<file path="src/rtl/fqq_pkg.sv">
// Package for the queue with queries: sizes, action codes, controller states
// and the result record shared between the controller and the top level.
// Depends on nothing.
package fqq_pkg;

	localparam int DEPTH  = 16;
	localparam int PTR_W  = $clog2(DEPTH);
	localparam int CNT_W  = $clog2(DEPTH + 1);
	localparam int DATA_W = 32;
	localparam int ACT_W  = 2;

	typedef enum logic [ACT_W-1:0] {
		ACT_PUSH    = 2'd0,
		ACT_POP     = 2'd1,
		ACT_COUNT   = 2'd2,
		ACT_REVERSE = 2'd3
	} action_t;

	typedef enum logic [2:0] {
		ST_IDLE,
		ST_EXEC,
		ST_POP_RD,
		ST_SCAN,
		ST_SCAN_END,
		ST_DONE
	} state_t;

	typedef struct packed {
		logic [DATA_W-1:0] data;
		logic [CNT_W-1:0]  size;
		logic [CNT_W-1:0]  even_count;
		logic              error;
	} res_t;

	function automatic logic [PTR_W-1:0] wrap_add(logic [PTR_W-1:0] a, logic [CNT_W-1:0] b);
		logic [PTR_W:0] sum;
		sum = (PTR_W + 1)'(a) + (PTR_W + 1)'(b);
		if (sum >= (PTR_W + 1)'(DEPTH)) begin
			sum = sum - (PTR_W + 1)'(DEPTH);
		end
		return sum[PTR_W-1:0];
	endfunction

endpackage

</file>
<file path="src/rtl/fqq_if.sv">
// Handshake channels of the queue: the request channel and the result channel.
// Depends on fqq_pkg for the field widths.
interface fqq_req_if import fqq_pkg::*; ();
	logic              valid;
	logic              ready;
	logic [ACT_W-1:0]  action;
	logic [DATA_W-1:0] value;

	modport source (output valid, action, value, input ready);
	modport sink (input valid, action, value, output ready);
endinterface

interface fqq_rsp_if import fqq_pkg::*; ();
	logic              valid;
	logic              ready;
	logic [DATA_W-1:0] data;
	logic [CNT_W-1:0]  size;
	logic [CNT_W-1:0]  even_count;
	logic              error;

	modport source (output valid, data, size, even_count, error, input ready);
	modport sink (input valid, data, size, even_count, error, output ready);
endinterface

</file>
<file path="src/rtl/fqq_ram.sv">
// Generic single-port-write, single-port-read synchronous RAM with a
// registered read. Depends on nothing.
module fqq_ram #(
	parameter int DEPTH_P = 16,
	parameter int WIDTH_P = 32
) (
	input  logic                       clk,
	input  logic                       we,
	input  logic [$clog2(DEPTH_P)-1:0] waddr,
	input  logic [WIDTH_P-1:0]         wdata,
	input  logic                       re,
	input  logic [$clog2(DEPTH_P)-1:0] raddr,
	output logic [WIDTH_P-1:0]         rdata
);

	logic [WIDTH_P-1:0] mem [DEPTH_P];

	always_ff @(posedge clk) begin
		if (we) begin
			mem[waddr] <= wdata;
		end
	end

	always_ff @(posedge clk) begin
		if (re) begin
			rdata <= mem[raddr];
		end
	end

endmodule

</file>
<file path="src/rtl/fqq_ctrl.sv">
// Controller of the queue: takes one request at a time, keeps pointer, size,
// even count and direction, and drives the entry RAM. Depends on fqq_pkg, fqq_if.
module fqq_ctrl import fqq_pkg::*; (
	input  logic              clk,
	input  logic              arst_n,
	fqq_req_if.sink           req,
	output logic              res_valid,
	output res_t              res,
	input  logic              res_take,
	output logic              ram_we,
	output logic [PTR_W-1:0]  ram_waddr,
	output logic [DATA_W-1:0] ram_wdata,
	output logic              ram_re,
	output logic [PTR_W-1:0]  ram_raddr,
	input  logic [DATA_W-1:0] ram_rdata
);

	state_t            state_q, state_d;
	action_t           act_q;
	logic [DATA_W-1:0] val_q;
	logic [PTR_W-1:0]  front_q;
	logic [CNT_W-1:0]  count_q;
	logic [CNT_W-1:0]  evens_q;
	logic              rev_q;
	logic [PTR_W-1:0]  k_q;
	logic              pend_q;
	logic [CNT_W-1:0]  acc_q;
	logic [DATA_W-1:0] rdata_q;
	logic              err_q;
	logic              full;
	logic              empty;
	logic              last_k;
	logic              hit;
	logic [PTR_W-1:0]  front_dec;

	assign full      = (count_q == CNT_W'(DEPTH));
	assign empty     = (count_q == '0);
	assign last_k    = (CNT_W'(k_q) + CNT_W'(1) == count_q);
	assign hit       = pend_q && ($signed(ram_rdata) > $signed(val_q));
	assign front_dec = wrap_add(front_q, CNT_W'(DEPTH - 1));

	assign req.ready          = (state_q == ST_IDLE);
	assign res_valid          = (state_q == ST_DONE);
	assign res.data           = rdata_q;
	assign res.size           = count_q;
	assign res.even_count     = evens_q;
	assign res.error          = err_q;
	assign ram_wdata          = val_q;

	always_ff @(posedge clk or negedge arst_n) begin
		if (!arst_n) begin
			state_q <= ST_IDLE;
		end else begin
			state_q <= state_d;
		end
	end

	always_comb begin
		state_d   = state_q;
		ram_we    = 1'b0;
		ram_waddr = wrap_add(front_q, count_q);
		ram_re    = 1'b0;
		ram_raddr = wrap_add(front_q, CNT_W'(k_q));
		case (state_q)
			ST_IDLE: begin
				if (req.valid) begin
					state_d = ST_EXEC;
				end
			end
			ST_EXEC: begin
				case (act_q)
					ACT_PUSH: begin
						state_d = ST_DONE;
						if (!full) begin
							ram_we = 1'b1;
							if (rev_q) begin
								ram_waddr = front_dec;
							end
						end
					end
					ACT_POP: begin
						if (empty) begin
							state_d = ST_DONE;
						end else begin
							state_d = ST_POP_RD;
							ram_re  = 1'b1;
							if (rev_q) begin
								ram_raddr = wrap_add(front_q, count_q - CNT_W'(1));
							end else begin
								ram_raddr = front_q;
							end
						end
					end
					ACT_COUNT: begin
						state_d = empty ? ST_DONE : ST_SCAN;
					end
					default: begin
						state_d = ST_DONE;
					end
				endcase
			end
			ST_POP_RD: begin
				state_d = ST_DONE;
			end
			ST_SCAN: begin
				ram_re = 1'b1;
				if (last_k) begin
					state_d = ST_SCAN_END;
				end
			end
			ST_SCAN_END: begin
				state_d = ST_DONE;
			end
			ST_DONE: begin
				if (res_take) begin
					state_d = ST_IDLE;
				end
			end
			default: begin
				state_d = ST_IDLE;
			end
		endcase
	end

	always_ff @(posedge clk or negedge arst_n) begin
		if (!arst_n) begin
			front_q <= '0;
			count_q <= '0;
			evens_q <= '0;
			rev_q   <= 1'b0;
			pend_q  <= 1'b0;
		end else begin
			pend_q <= 1'b0;
			case (state_q)
				ST_EXEC: begin
					case (act_q)
						ACT_PUSH: begin
							if (!full) begin
								count_q <= count_q + CNT_W'(1);
								if (!val_q[0]) begin
									evens_q <= evens_q + CNT_W'(1);
								end
								if (rev_q) begin
									front_q <= front_dec;
								end
							end
						end
						ACT_POP: begin
							if (!empty) begin
								count_q <= count_q - CNT_W'(1);
								if (!rev_q) begin
									front_q <= wrap_add(front_q, CNT_W'(1));
								end
							end
						end
						ACT_REVERSE: begin
							rev_q <= ~rev_q;
						end
						default: begin
						end
					endcase
				end
				ST_POP_RD: begin
					if (!ram_rdata[0] && evens_q != '0) begin
						evens_q <= evens_q - CNT_W'(1);
					end
				end
				ST_SCAN: begin
					pend_q <= 1'b1;
				end
				default: begin
				end
			endcase
		end
	end

	always_ff @(posedge clk) begin
		case (state_q)
			ST_IDLE: begin
				act_q <= action_t'(req.action);
				val_q <= req.value;
			end
			ST_EXEC: begin
				k_q     <= '0;
				acc_q   <= '0;
				rdata_q <= '0;
				err_q   <= 1'b0;
				if ((act_q == ACT_PUSH && full) || (act_q == ACT_POP && empty)) begin
					err_q <= 1'b1;
				end
			end
			ST_POP_RD: begin
				rdata_q <= ram_rdata;
			end
			ST_SCAN: begin
				k_q <= k_q + PTR_W'(1);
				if (hit) begin
					acc_q <= acc_q + CNT_W'(1);
				end
			end
			ST_SCAN_END: begin
				rdata_q <= DATA_W'(acc_q + CNT_W'(hit));
			end
			default: begin
			end
		endcase
	end

endmodule

</file>
<file path="src/rtl/fifo_queue_with_queries_core.sv">
// Top level of the queue with queries: controller, entry RAM and result register.
// Depends on fqq_pkg, fqq_if, fqq_ram and fqq_ctrl.
//
//   channel  direction  fields
//   req      in         action, value
//   rsp      out        data, size, even_count, error
//
// One request is taken at a time; each goes from idle to the execute state and then
// to done, a pop of a non-empty queue by way of a RAM read state, and a count over a
// non-empty queue by way of a scan that reads the held entries one after another
// through the single read port of the entry RAM and a scan end state. Reset clears
// pointer, size, even count and direction; entries need no clearing. A stalled result
// waits in the output register while the next request is taken and worked on.
module fifo_queue_with_queries_core import fqq_pkg::*; (
	input  logic    clk,
	input  logic    arst_n,
	fqq_req_if.sink req,
	fqq_rsp_if.source rsp
);

	logic              res_valid;
	res_t              res;
	logic              res_take;
	logic              ram_we;
	logic [PTR_W-1:0]  ram_waddr;
	logic [DATA_W-1:0] ram_wdata;
	logic              ram_re;
	logic [PTR_W-1:0]  ram_raddr;
	logic [DATA_W-1:0] ram_rdata;
	logic              valid_q;
	res_t              out_q;

	assign res_take = !valid_q || rsp.ready;

	fqq_ctrl u_ctrl (
		.clk       (clk),
		.arst_n    (arst_n),
		.req       (req),
		.res_valid (res_valid),
		.res       (res),
		.res_take  (res_take),
		.ram_we    (ram_we),
		.ram_waddr (ram_waddr),
		.ram_wdata (ram_wdata),
		.ram_re    (ram_re),
		.ram_raddr (ram_raddr),
		.ram_rdata (ram_rdata)
	);

	fqq_ram #(
		.DEPTH_P (DEPTH),
		.WIDTH_P (DATA_W)
	) u_ram (
		.clk   (clk),
		.we    (ram_we),
		.waddr (ram_waddr),
		.wdata (ram_wdata),
		.re    (ram_re),
		.raddr (ram_raddr),
		.rdata (ram_rdata)
	);

	always_ff @(posedge clk or negedge arst_n) begin
		if (!arst_n) begin
			valid_q <= 1'b0;
		end else if (res_take) begin
			valid_q <= res_valid;
		end
	end

	always_ff @(posedge clk) begin
		if (res_take && res_valid) begin
			out_q <= res;
		end
	end

	assign rsp.valid      = valid_q;
	assign rsp.data       = out_q.data;
	assign rsp.size       = out_q.size;
	assign rsp.even_count = out_q.even_count;
	assign rsp.error      = out_q.error;

endmodule
</file>
<file path="src/flat_wrapper.sv">
// flat-port wrapper written by rule: the top's interface ports become plain ports
module fifo_queue_with_queries_core_flat import fqq_pkg::*;
  (clk, arst_n, req_valid, req_action, req_value, req_ready, rsp_valid, rsp_data, rsp_size, rsp_even_count, rsp_error, rsp_ready);
  fqq_req_if req_i ();
  fqq_rsp_if rsp_i ();
  input  logic clk;
  input  logic arst_n;
  input wire logic [$bits(req_i.valid)-1:0] req_valid;
  input wire logic [$bits(req_i.action)-1:0] req_action;
  input wire logic [$bits(req_i.value)-1:0] req_value;
  output wire logic [$bits(req_i.ready)-1:0] req_ready;
  output wire logic [$bits(rsp_i.valid)-1:0] rsp_valid;
  output wire logic [$bits(rsp_i.data)-1:0] rsp_data;
  output wire logic [$bits(rsp_i.size)-1:0] rsp_size;
  output wire logic [$bits(rsp_i.even_count)-1:0] rsp_even_count;
  output wire logic [$bits(rsp_i.error)-1:0] rsp_error;
  input wire logic [$bits(rsp_i.ready)-1:0] rsp_ready;
  assign req_i.valid = req_valid;
  assign req_i.action = req_action;
  assign req_i.value = req_value;
  assign req_ready = req_i.ready;
  assign rsp_valid = rsp_i.valid;
  assign rsp_data = rsp_i.data;
  assign rsp_size = rsp_i.size;
  assign rsp_even_count = rsp_i.even_count;
  assign rsp_error = rsp_i.error;
  assign rsp_i.ready = rsp_ready;
  fifo_queue_with_queries_core u_core (.clk(clk), .arst_n(arst_n), .req(req_i), .rsp(rsp_i));
endmodule
</file>
<file path="config.mk">
export PLATFORM = sky130hd
export DESIGN_NAME = fifo_queue_with_queries_core_flat
export DESIGN_NICKNAME = d
export VERILOG_FILES = /design/src/rtl/fqq_pkg.sv /design/src/rtl/fqq_if.sv /design/src/rtl/fqq_ram.sv /design/src/rtl/fqq_ctrl.sv /design/src/rtl/fifo_queue_with_queries_core.sv /design/src/flat_wrapper.sv
export SDC_FILE = /design/constraint.sdc
export NUM_CORES = 1
export LEC_CHECK = 0
export BUFFER_PORTS_ARGS = -buffer_cell sky130_fd_sc_hd__clkbuf_2
export CORE_AREA = 2 2 218 220
export DETAILED_ROUTE_END_ITERATION = 10
export DIE_AREA = 0 0 220 222
export PLACE_DENSITY = 0.78
export REMOVE_ABC_BUFFERS = 1
export SLEW_MARGIN = 25
export SYNTH_ARGS = -nofsm -noshare
export SYNTH_HDL_FRONTEND = slang
export SYNTH_SLANG_ARGS = --single-unit
</file>
<file path="constraint.sdc">
create_clock -name clk -period 4.6 [get_ports clk]
set_input_delay 0.23 -clock clk [delete_from_list [all_inputs] [get_ports clk]]
set_output_delay 0.23 -clock clk [all_outputs]
set_load 0.01 [all_outputs]
</file>
Word level (Yosys, flattened, before mapping)
Memories as Yosys holds them, arrays and structs flattened. A register that Yosys moved wholly into a read port is not among the register bits.
Index checks and enable logic that the tools add are counted.

storage, ports and cells
  register bits after elaboration = 139
  latch bits = 0
  bits in writable memories = 512
  ROM bits = 0
  logic and storage cells = 136
  memories kept = 1

operators by class
  add/subtract/negate cells = 18
  multipliers = 0
  div/mod/pow operators = 0
  magnitude comparators = 6
  equality and inequality tests = 22
  shift operators = 0
  mux-type cells = 47
  bitwise operators = 1
  reductions and logical operators = 24

memories
  memory            words  width  read ports  clocked after Yosys merged registers in  wr ports  RTL line       source
  u_core.u_ram.mem  16     32     1           1                                        1         fqq_ram.sv:16  logic [WIDTH_P-1:0] mem [DEPTH_P];

operators by type and width
  cell                                                                number
  32-bit case mux with 3 select lines                                 1
  4-bit two-way mux                                                   17
  5-bit two-way mux                                                   7
  32-bit greater-than comparator                                      1
  5-bit case mux with 2 select lines                                  3
  5-bit greater-or-equal comparator, second input constant            5
  2-bit inequality test, second input constant                        12
  4-bit by 1-bit subtractor with 4-bit output, second input constant  5
  4-bit case mux with 2 select lines                                  2
  5-bit by 1-bit adder with 5-bit output, second input constant       3
  3-bit two-way mux                                                   5
  3-bit case mux with 5 select lines                                  1
  4-bit by 1-bit adder with 5-bit output, second input constant       2
  4-bit by 5-bit adder with 5-bit output                              2
  5-bit by 1-bit subtractor with 5-bit output, second input constant  2
  1-bit two-way mux                                                   9
  5-bit by 1-bit adder with 6-bit output                              1
  3-bit by 2-bit == test with 1-bit output, second input constant     2
  3-bit == test, second input constant                                2
  3-bit case mux with 2 select lines                                  1
  6-bit AND reduction                                                 1
  2-bit nonzero test                                                  3
  4-bit by 4-bit adder with 5-bit output                              1
  4-bit by 4-bit adder with 5-bit output, second input constant       1
  other kinds (21)                                                    29

Longest topological paths before layout
Gate-level depths: netlist (run 1).

  depth in word-level cells = 8
  mapped depth = 15

Modules after synthesis
From an unflattened synthesis (run 1), not the netlist that was laid out.

unflattened totals
  cells, all modules = 1362
  area total of the unflattened synthesis = 26895.8 um^2

by module, submodules not included
  module                        times used  cells an instance  area each (um^2)  seq. area each (um^2)
  fqq_ram                       1           838                20155.6           16335.7
  fqq_ctrl                      1           477                5395.2            2757.6
  fifo_queue_with_queries_core  1           47                 1345.0            1316.3

Worst setup path after synthesis (run 1)
OpenSTA, ideal clock, no wires.

  kind = register to register
  start point = register u_core.u_ctrl.count_q[1]
  end point = memory u_core.u_ram.mem[6][0] (enable)
  setup time = 421 ps
  arrival time = 3348 ps
  setup slack = 831 ps
  cell stages (with the launch flop) = 10
  clock period less this slack = 3769 ps
  cell sequence = dfrtp_1 > inv_1 > ha_1 > nor3b_1 > a21oi_1 > nand2_1 > mux2i_1 > xor2_1 > nand2_1 > nor2_1

on the way
  cells in the longest elaborated chain, start to end = 7
  elaborated cells between the ends (all ways) = 14

ends and longest elaborated chain
  item                                                                                              RTL line                      source
  from (decl)                                                                                       fqq_ctrl.sv:22                logic [CNT_W-1:0] count_q;
  from (signal assigned)                                                                            fqq_ctrl.sv:139               count_q <= count_q + CNT_W'(1);
  from (signal assigned)                                                                            fqq_ctrl.sv:150               count_q <= count_q - CNT_W'(1);
  4-bit by 5-bit adder with 5-bit output                                                            fqq_pkg.sv:37                 sum = (PTR_W + 1)'(a) + (PTR_W + 1)'(b);
  4-bit by 1-bit subtractor with 4-bit output or 5-bit greater-or-equal comparator (tied branches)  fqq_pkg.sv:39, fqq_pkg.sv:38
  4-bit two-way mux                                                                                 fqq_pkg.sv:38                 if (sum >= (PTR_W + 1)'(DEPTH)) begin
  4-bit two-way mux                                                                                 fqq_ctrl.sv:76                if (rev_q) begin
  4-bit two-way mux                                                                                 fqq_ctrl.sv:74                if (!full) begin
  4-bit two-way mux                                                                                 fqq_ctrl.sv:71                case (act_q)
  4-bit two-way mux                                                                                 fqq_ctrl.sv:64                case (state_q)
  to (decl)                                                                                         fqq_ram.sv:16

Parallel ways exist; a longest one is shown, timed or not.

Final worst setup path (run 1)
  start point = register u_core.u_ctrl.count_q[0]
  end point = register u_core.u_ram.rdata[22], read port of u_core.u_ram.mem (data pin)

on the way
  cells in the longest elaborated chain, start to end = 8
  elaborated cells between the ends (all ways) = 13

ends and longest elaborated chain
  item                                                                                              RTL line                      source
  5-bit by 1-bit subtractor with 5-bit output                                                       fqq_ctrl.sv:88                ram_raddr = wrap_add(front_q, count_q - CNT_W'(1));
  4-bit by 5-bit adder with 5-bit output                                                            fqq_pkg.sv:37
  4-bit by 1-bit subtractor with 4-bit output or 5-bit greater-or-equal comparator (tied branches)  fqq_pkg.sv:39, fqq_pkg.sv:38
  4-bit two-way mux                                                                                 fqq_pkg.sv:38
  4-bit two-way mux                                                                                 fqq_ctrl.sv:87                if (rev_q) begin
  4-bit two-way mux                                                                                 fqq_ctrl.sv:82                if (empty) begin
  4-bit two-way mux                                                                                 fqq_ctrl.sv:71
  4-bit two-way mux                                                                                 fqq_ctrl.sv:64
  to (decl)                                                                                         fqq_ram.sv:13                 output logic [WIDTH_P-1:0] rdata

Parallel ways exist; a longest one is shown, timed or not.
A chain may end at the register's enable or synchronous reset.

==> results of run 1 <==
-- kinds of logic after synthesis --
family          count (synthesis)  share of synthesized area [%]
simple gates                  673                          10.51
compound gates                339                          7.083
xor+xnor                       39                          1.243
mux                            43                          1.598
fa+ha+maj                      60                          2.841
flops                         683                          74.26
buf+inv                       154                          2.472
-- flip-flops by register name, summed over array words and instances (netlist names), 2 cells and up --
name / count
u_core.u_ram.mem: 512
u_core.rsp.data: 32
u_core.u_ctrl.ram_wdata: 32
u_core.u_ctrl.rdata_q: 32
u_core.u_ram.rdata: 32
u_core.rsp.even_count: 5
u_core.rsp.size: 5
u_core.u_ctrl.acc_q: 5
u_core.u_ctrl.count_q: 5
u_core.u_ctrl.evens_q: 5
u_core.u_ctrl.front_q: 4
u_core.u_ctrl.k_q: 4
u_core.u_ctrl.state_q: 3
u_core.u_ctrl.act_q: 2
-- final cells by class --
class	instances	area, sq um	area share (%)
Inverter	52	196.4	0.6248
Timing Repair Buffer	176	1469	4.672
Clock buffer	84	1804	5.738
Multi-Input combinational cell	1154	6613	21.03
Clock inverter	29	190.2	0.6049
Sequential cell	683	20410	64.91
Tap cell	607	759.5	2.416
-- metrics by stage --
| step | cells | utilization [%] | cell area [sq um] | TNS (ns) |
|---|---|---|---|---|
| 2_1_floorplan | 1889 | - | 27000 | -154.49 |
| 3_3_place_gp | 2636 | 62.88 | 29090 | 0 |
| 3_5_place_dp | 2636 | 62.88 | 29090 | 0 |
| 4_1_cts | 2785 | 67.97 | 31440 | 0 |
| 5_1_grt | 2785 | 67.97 | 31440 | 0 |
| 6_report | 2785 | 67.97 | 31440 | 0 |
-- what timing repair did --
item	in CTS	in global routing
endpoints found under the setup margin	0	0
resized for setup	0	0
hold buffers	36	0
endpoints found under the hold margin	55	0
-- worst max-delay path by stage --
stage	startpoint	slack, ns	depth (start not counted)	end
6_report	u_core.u_ctrl.count_q[0]	0.76	12	u_core.u_ram.rdata[22]
5_1_grt	u_core.u_ctrl.count_q[0]	0.54	11	u_core.u_ram.rdata[16]
4_1_cts	u_core.u_ctrl.count_q[0]	0.81	12	u_core.u_ram.rdata[25]
3_5_place_dp	u_core.u_ctrl.ram_wdata[31]	0.85	14	u_core.u_ctrl.rdata_q[4]
3_3_place_gp	u_core.u_ctrl.ram_wdata[31]	0.94	13	u_core.u_ctrl.rdata_q[2]
2_1_floorplan	u_core.u_ctrl.count_q[1]	-4.84	9	u_core.u_ram.rdata[30]
-- Yosys cell counts (2+ instances only) --
master    count  area (sq um)
edfxtp_1    663         19910
nor2_1      425          1595
o21ai_0     200          1001
nand2_1     105         394.1
nand4_1      72         450.4
ha_1         56         700.7
inv_1        50         187.7
o21ai_1      49         245.2
clkbuf_1     46         172.7
buf_2        44         220.2
mux2i_1      38         380.4
a32oi_1      32         280.3
and3_1       29         181.4
a21oi_1      22         110.1
xnor2_1      21         183.9
dfrtp_1      20         500.5
xor2_1       18         157.7
a21o_1       12         90.09
nand3_1      11         55.05
buf_4        10         75.07
nor2b_1       6         37.54
nor3_1        6         30.03
a22oi_1       5         37.54
fa_1          4         80.08
nand3b_1      4         30.03
nor3b_1       4         30.03
nor4_1        4         25.02
mux2_2        3         33.78
o211ai_1      3         22.52
a32o_1        2         20.02
o31ai_2       2         25.02
or3_1         2         12.51
-- worst max-delay path, cell delays in order, from the launching register on --
cell and delay, ns:
dfrtp_1 0.48, inv_1 0.15, ha_1 0.34, inv_1 0.08
fa_1 0.40, xor2_1 0.16, mux2i_1 0.35, mux2_8 0.67
buf_12 0.32, nand2_1 0.10, a32oi_1 0.26, nand4_1 0.15
o21ai_1 0.12
-- routing by layer --
metal	vias to the layer above	wire (microns)	GRT usage (%)
met5	-	0	0
met4	0	2472	11.19
met3	175	7160	4.678
met2	1125	32210	44.26
met1	8455	25160	37.91
li1	7592	-	-
==> summary.md, run 1 <==
| Metric | Value |
|---|---|
| Clk_skew | 0.02299 ns |
| Ports | 83 |
| Final WS setup | 0.7555 ns |
| Post-route DRC violation count | 0 |
| Core area | 0.04626 sq mm |
| Cell Rows | 79 |
| Drt pass-1 iters | 6 |
| CTS root buf | clkbuf_16 |
| R2r endpoint | u_core.u_ram.rdata[22] |
| Iteration-0 DRC Markers | 2554 |
| # setup viols final | 0 |
| Hold path startpoint | req_valid |
| CTS sink cnt | 683 |
| Hold EP | u_core.u_ctrl.state_q[0] |
| Worst R2R Path Depth | 12 |
| Vias post-DR | 17350 |
| Startpoint types | register |
| Final Hold Viols | 0 |
| Share of cells above drive strength 1 | 11.94% |
| Final period util | 83.58% |
| Final HPWL DP | 34330 microns |
| GRT Util Overall | 27.61% |
| Synth Register Bits | 683 |
| Final max-slew violation count | 0 |
| Tmin final | 3.845 ns |
| Clock transition at the registers of the reported paths | 0.06 ns |
| Max FO, Critical Path | 93 |
| Vias in the first global route | 16740 |
| Reg2reg start | u_core.u_ctrl.count_q[0] |
| Initial core utilization | 59.42% |
| Die ar. | 0.04884 sq mm |
| Most frequent cells in the layout | 663 x edfxtp_1, 408 x nor2_1, 198 x o21ai_0, 103 x nand2_1, 82 x clkbuf_2 |
| Routed WL | 67010 microns |
| Nets | 2232 |
| First-pass GRT wire length | 100000 microns |
| Placer Congestion | 0.8642 |
| Syn. warnings | 0 |
| # Post-CTS Setup Buffers | 0 |
| Max-cap violation count | 0 |
| Synth cell types | 55 |
| Status | completed |
| Synth Cell Area | 0.02749 sq mm |
| Die Span X | 220 microns |
| Average size of a mapped cell | 13.80 sq um |
| Final hold slack | 0.09848 ns |
| Initial antenna violation count | 0 |
| Crit path DAT | 4.29 ns |
| Critical Path RT | 5.04 ns |
| Layout area overhead | 14.39% |
| Relative slew slack | 40.42% |
| Kind of critical path | reg -> reg |
| Most common cell after layout, fill and taps aside | edfxtp_1 |
| Ys flop type | edfxtp_1 |
| Worst-margin pin slew | 0.8937 ns |
| DIE HEIGHT | 222 microns |
| Reg-to-reg slack, setup | 0.76 ns |
| Asr flop ratio synth | 2.928% |
| Clock Path Buffers | 3 |
| N_diodes | 0 |
| Post-synth EDFFs | 663 |
| Worst skew pair latency | 0.60 ns |
| Peak Freq | 0.2601 GHz |
| Total grt overflow | 0 |
| CTS tree | yes |
| Hold depth | 5 |
| Pin count of the biggest net entering global routing | 94 |
| Cts bufs inserted | 67 |
| RSZ-0062 raised after global routing | false |
| DR vias/cell | 6.229 |
| Input/output buffers | 82 |
| Worst Hold Class | in -> reg |
| Wire length per cell | 24.06 microns |
| Filler cell count | 2936 |
| Post-Place Setup Slack | 0.8501 ns |
| DRT antenna net count | 0 |
| H-tree levels | 3 |
| Crit end category | register |
| Sequential element share of the synthesized area | 74.26% |
| Cells after synthesis | 1991 |
Power of run 1 is not shown: default switching activity piles up to over one toggle a cycle in this logic, so the estimate is an artifact.
==> run 2, diff against run 1 <==
==> constraint.sdc (replaced) <==
create_clock -name clk -period 4 [get_ports clk]
set_input_delay 0.2 -clock clk [delete_from_list [all_inputs] [get_ports clk]]
set_output_delay 0.2 -clock clk [all_outputs]
set_load 0.01 [all_outputs]
==> run 2 against run 1 <==
- count of clock-buffer cells in the layout increased by 6
- design area is 1.1% higher
- first-iteration DRC count is 4.1% lower
- critical path depth grew 3
- wire length down 0.20%
- non-clock buffer count increased by 20
- via count shrank 0.20%
- critical path type unchanged
==> summary.md, run 2 (same netlist as run 1, synthesis figures left out) <==
| Metric | Value |
|---|---|
| Die ar. | 0.04884 sq mm (unchanged) |
| CP startpoint | u_core.u_ctrl.ram_wdata[15] |
| CP dominant cell by count | ha_1 |
| CP max stage delay | 0.53 ns (-0.14 ns) |
| Total grt overflow | 0 (unchanged) |
| Reg2reg start | u_core.u_ctrl.ram_wdata[15] |
| Slowest cell on the critical path | edfxtp_1 |
| CTS sink cnt | 683 (unchanged) |
| CTS root buf | clkbuf_16 |
| DR vias/cell | 6.152 (-1.2%) |
| Tmin final | 3.660 ns (-0.1846 ns) |
| FF+latch area | 0.02041 sq mm (unchanged) |
| Cell Rows | 79 (unchanged) |
| Input/output buffers | 82 (unchanged) |
| Drt pass-1 iters | 5 (-1) |
| Kind of critical path | reg -> reg |
| Worst-margin pin slew | 0.8875 ns (-0.006178 ns) |
| Most common cell after layout, fill and taps aside | edfxtp_1 |
| Clk_skew | 0.02487 ns (+0.001879 ns) |
| Startpoint types | register |
| Critical path's top delay family | simple AND/OR/NAND/NOR gates |
| Non-Filler Instances | 2814 (+1.0%) |
| Post-cts sizing count | 0 (unchanged) |
| Peak Freq | 0.2732 GHz (+5.0%) |
| Share of cells above drive strength 1 | 13.19% (+1.2 points) |
| Vias post-DR | 17310 (-0.20%) |
| GRT Util Overall | 27.67% (+0.054 points) |
| Clock Path Buffers | 3 (unchanged) |
| Worst Hold Class | in -> reg |
| Iteration-0 DRC Markers | 2450 (-4.1%) |
| Critical-path cell list | inv_1, ha_1, nand4_1, nor4_1, a21bo_2, o211a_1, o211ai_1, xor2_1, nor2_1, ha_1, ha_1, nand3_1, xnor2_1, a22oi_1, nor2_1 |
| Stages on worst setup path | 15 (+3) |
| Post-route DRC violation count | 0 (unchanged) |
| Largest register FFs | 512 (unchanged) |
| Max-cap violation count | 0 (unchanged) |
| Cts bufs inserted | 69 (+3.0%) |
| Worst R2R Path Depth | 15 (+3) |
| CP Buf/Inv Count | 1 (-2) |
| Status | completed |
| Core area | 0.04626 sq mm (unchanged) |
| Initial antenna violation count | 1 (+1) |
| Worst skew pair latency | 0.61 ns (about the same) |
| Most frequent cells in the layout | 663 x edfxtp_1, 408 x nor2_1, 199 x o21ai_0, 103 x nand2_1, 82 x clkbuf_2 |
| Crit path DAT | 4.00 ns (-0.29 ns) |
| R2r endpoint | u_core.u_ctrl.rdata_q[4] |
| First-pass GRT wire length | 99330 microns (-0.70%) |
| Layout area overhead | 15.67% |
| CTS tree | yes |
| Reg-to-reg slack, setup | 0.34 ns (-0.42 ns) |
| Final max-slew violation count | 0 (unchanged) |
| Filler cell count | 2993 (+1.9%) |
| Max FO, Critical Path | 10 (-89%) |
| Footprint of the multi-input gates | 0.006608 sq mm (about the same) |
| Pin count of the biggest net entering global routing | 125 (+33%) |
| Final period util | 91.50% (+7.9 points) |
| Relative slew slack | 40.83% (+0.41 points) |
| Final HPWL DP | 36100 microns (+5.1%) |
| Wire length per cell | 23.77 microns (-1.2%) |
| DIE HEIGHT | 222 microns (unchanged) |
| Crit end category | register |
| Final Hold Viols | 0 (unchanged) |
| Initial core utilization | 59.42% (unchanged) |
| Ports | 83 (unchanged) |
| Crit path to | u_core.u_ctrl.rdata_q[4] |
| DRT antenna net count | 0 (unchanged) |
| Vias in the first global route | 16870 (+0.76%) |
| Die Span X | 220 microns (unchanged) |
| Most flops, register | u_core.u_ram.mem |
| # setup viols final | 0 (unchanged) |
| Nets | 2254 (+0.99%) |
| RSZ-0062 raised after global routing | false |
| H-tree levels | 3 (unchanged) |
| Placed Instances | 2646 (+0.38%) |
| Critical Path RT | 4.34 ns (-0.70 ns) |
| N_diodes | 0 (unchanged) |
| Placer Congestion | 0.8608 (-0.39%) |
| Clock transition at the registers of the reported paths | 0.06 ns (about the same) |
| Routed WL | 66880 microns (-0.20%) |
## run 2: cell types whose count changed in the layout (fill, tap and decap cells not counted), sizes merged
cell / delta
bufinv: +1
inv: +1
buf: +21
dlygate4sd3: -1
clkinv: +2
clkbuf: +6
clkinvlp: -1
## run 2: layout make-up
cell class                 count  area share, %
inverter                      52         0.6179
clock buffer                  90          5.978
tap                          607          2.389
timing repair buffer         196          5.333
multi-input combinational   1154          20.78
clock inverter                32         0.7044
sequential                   683          64.20
## run 2: worst min-delay path by stage
stage | startpoint | endpoint | slack (ns) | cells after the start
6_report | rsp_ready | u_core.rsp.valid | 0.03 | 3
4_1_cts | rsp_ready | u_core.rsp.valid | 0.02 | 3
2_1_floorplan | arst_n | u_core.rsp.valid | -0.1 | 0
3_3_place_gp | arst_n | u_core.u_ctrl.rev_q | 0.21 | 1
3_5_place_dp | arst_n | u_core.u_ctrl.rev_q | 0.21 | 1
5_1_grt | rsp_ready | u_core.rsp.valid | 0.03 | 3
## run 2: layer usage
layer,track usage (%),wire length (microns)
met3,5.720,7436
met2,43.07,31380
met5,1.111,72
met4,12.54,2723
met1,37.80,25270
## run 2: worst min-delay path, delay by kind of cell
family                 cells  cell delay (ns)
buffers and inverters      1             0.08
AND/OR/NAND/NOR            2             0.29
## run 2: timing repair
action,4_1_cts,5_1_grt
setup buffers,0,10
hold buffers,35,0
hold endpoints to repair,54,0
setup endpoints to repair,0,1
## run 2: stage by stage
| step | hold slack [ns] | TNS, ns | instance area (sq um) | util [%] | setup slack, ns |
|---|---|---|---|---|---|
| 2_1_floorplan | -0.09559 | -183.81 | 27000 | - | -5.441 |
| 3_3_place_gp | 0.2100 | 0 | 29230 | 63.19 | 0.4784 |
| 3_5_place_dp | 0.2132 | 0 | 29230 | 63.19 | 0.3678 |
| 4_1_cts | 0.01868 | 0 | 31710 | 68.54 | 0.2774 |
| 5_1_grt | 0.03443 | 0 | 31790 | 68.73 | 0.04092 |
| 6_report | 0.02924 | 0 | 31790 | 68.73 | 0.3401 |
Power of run 2 is left out for the same reason.
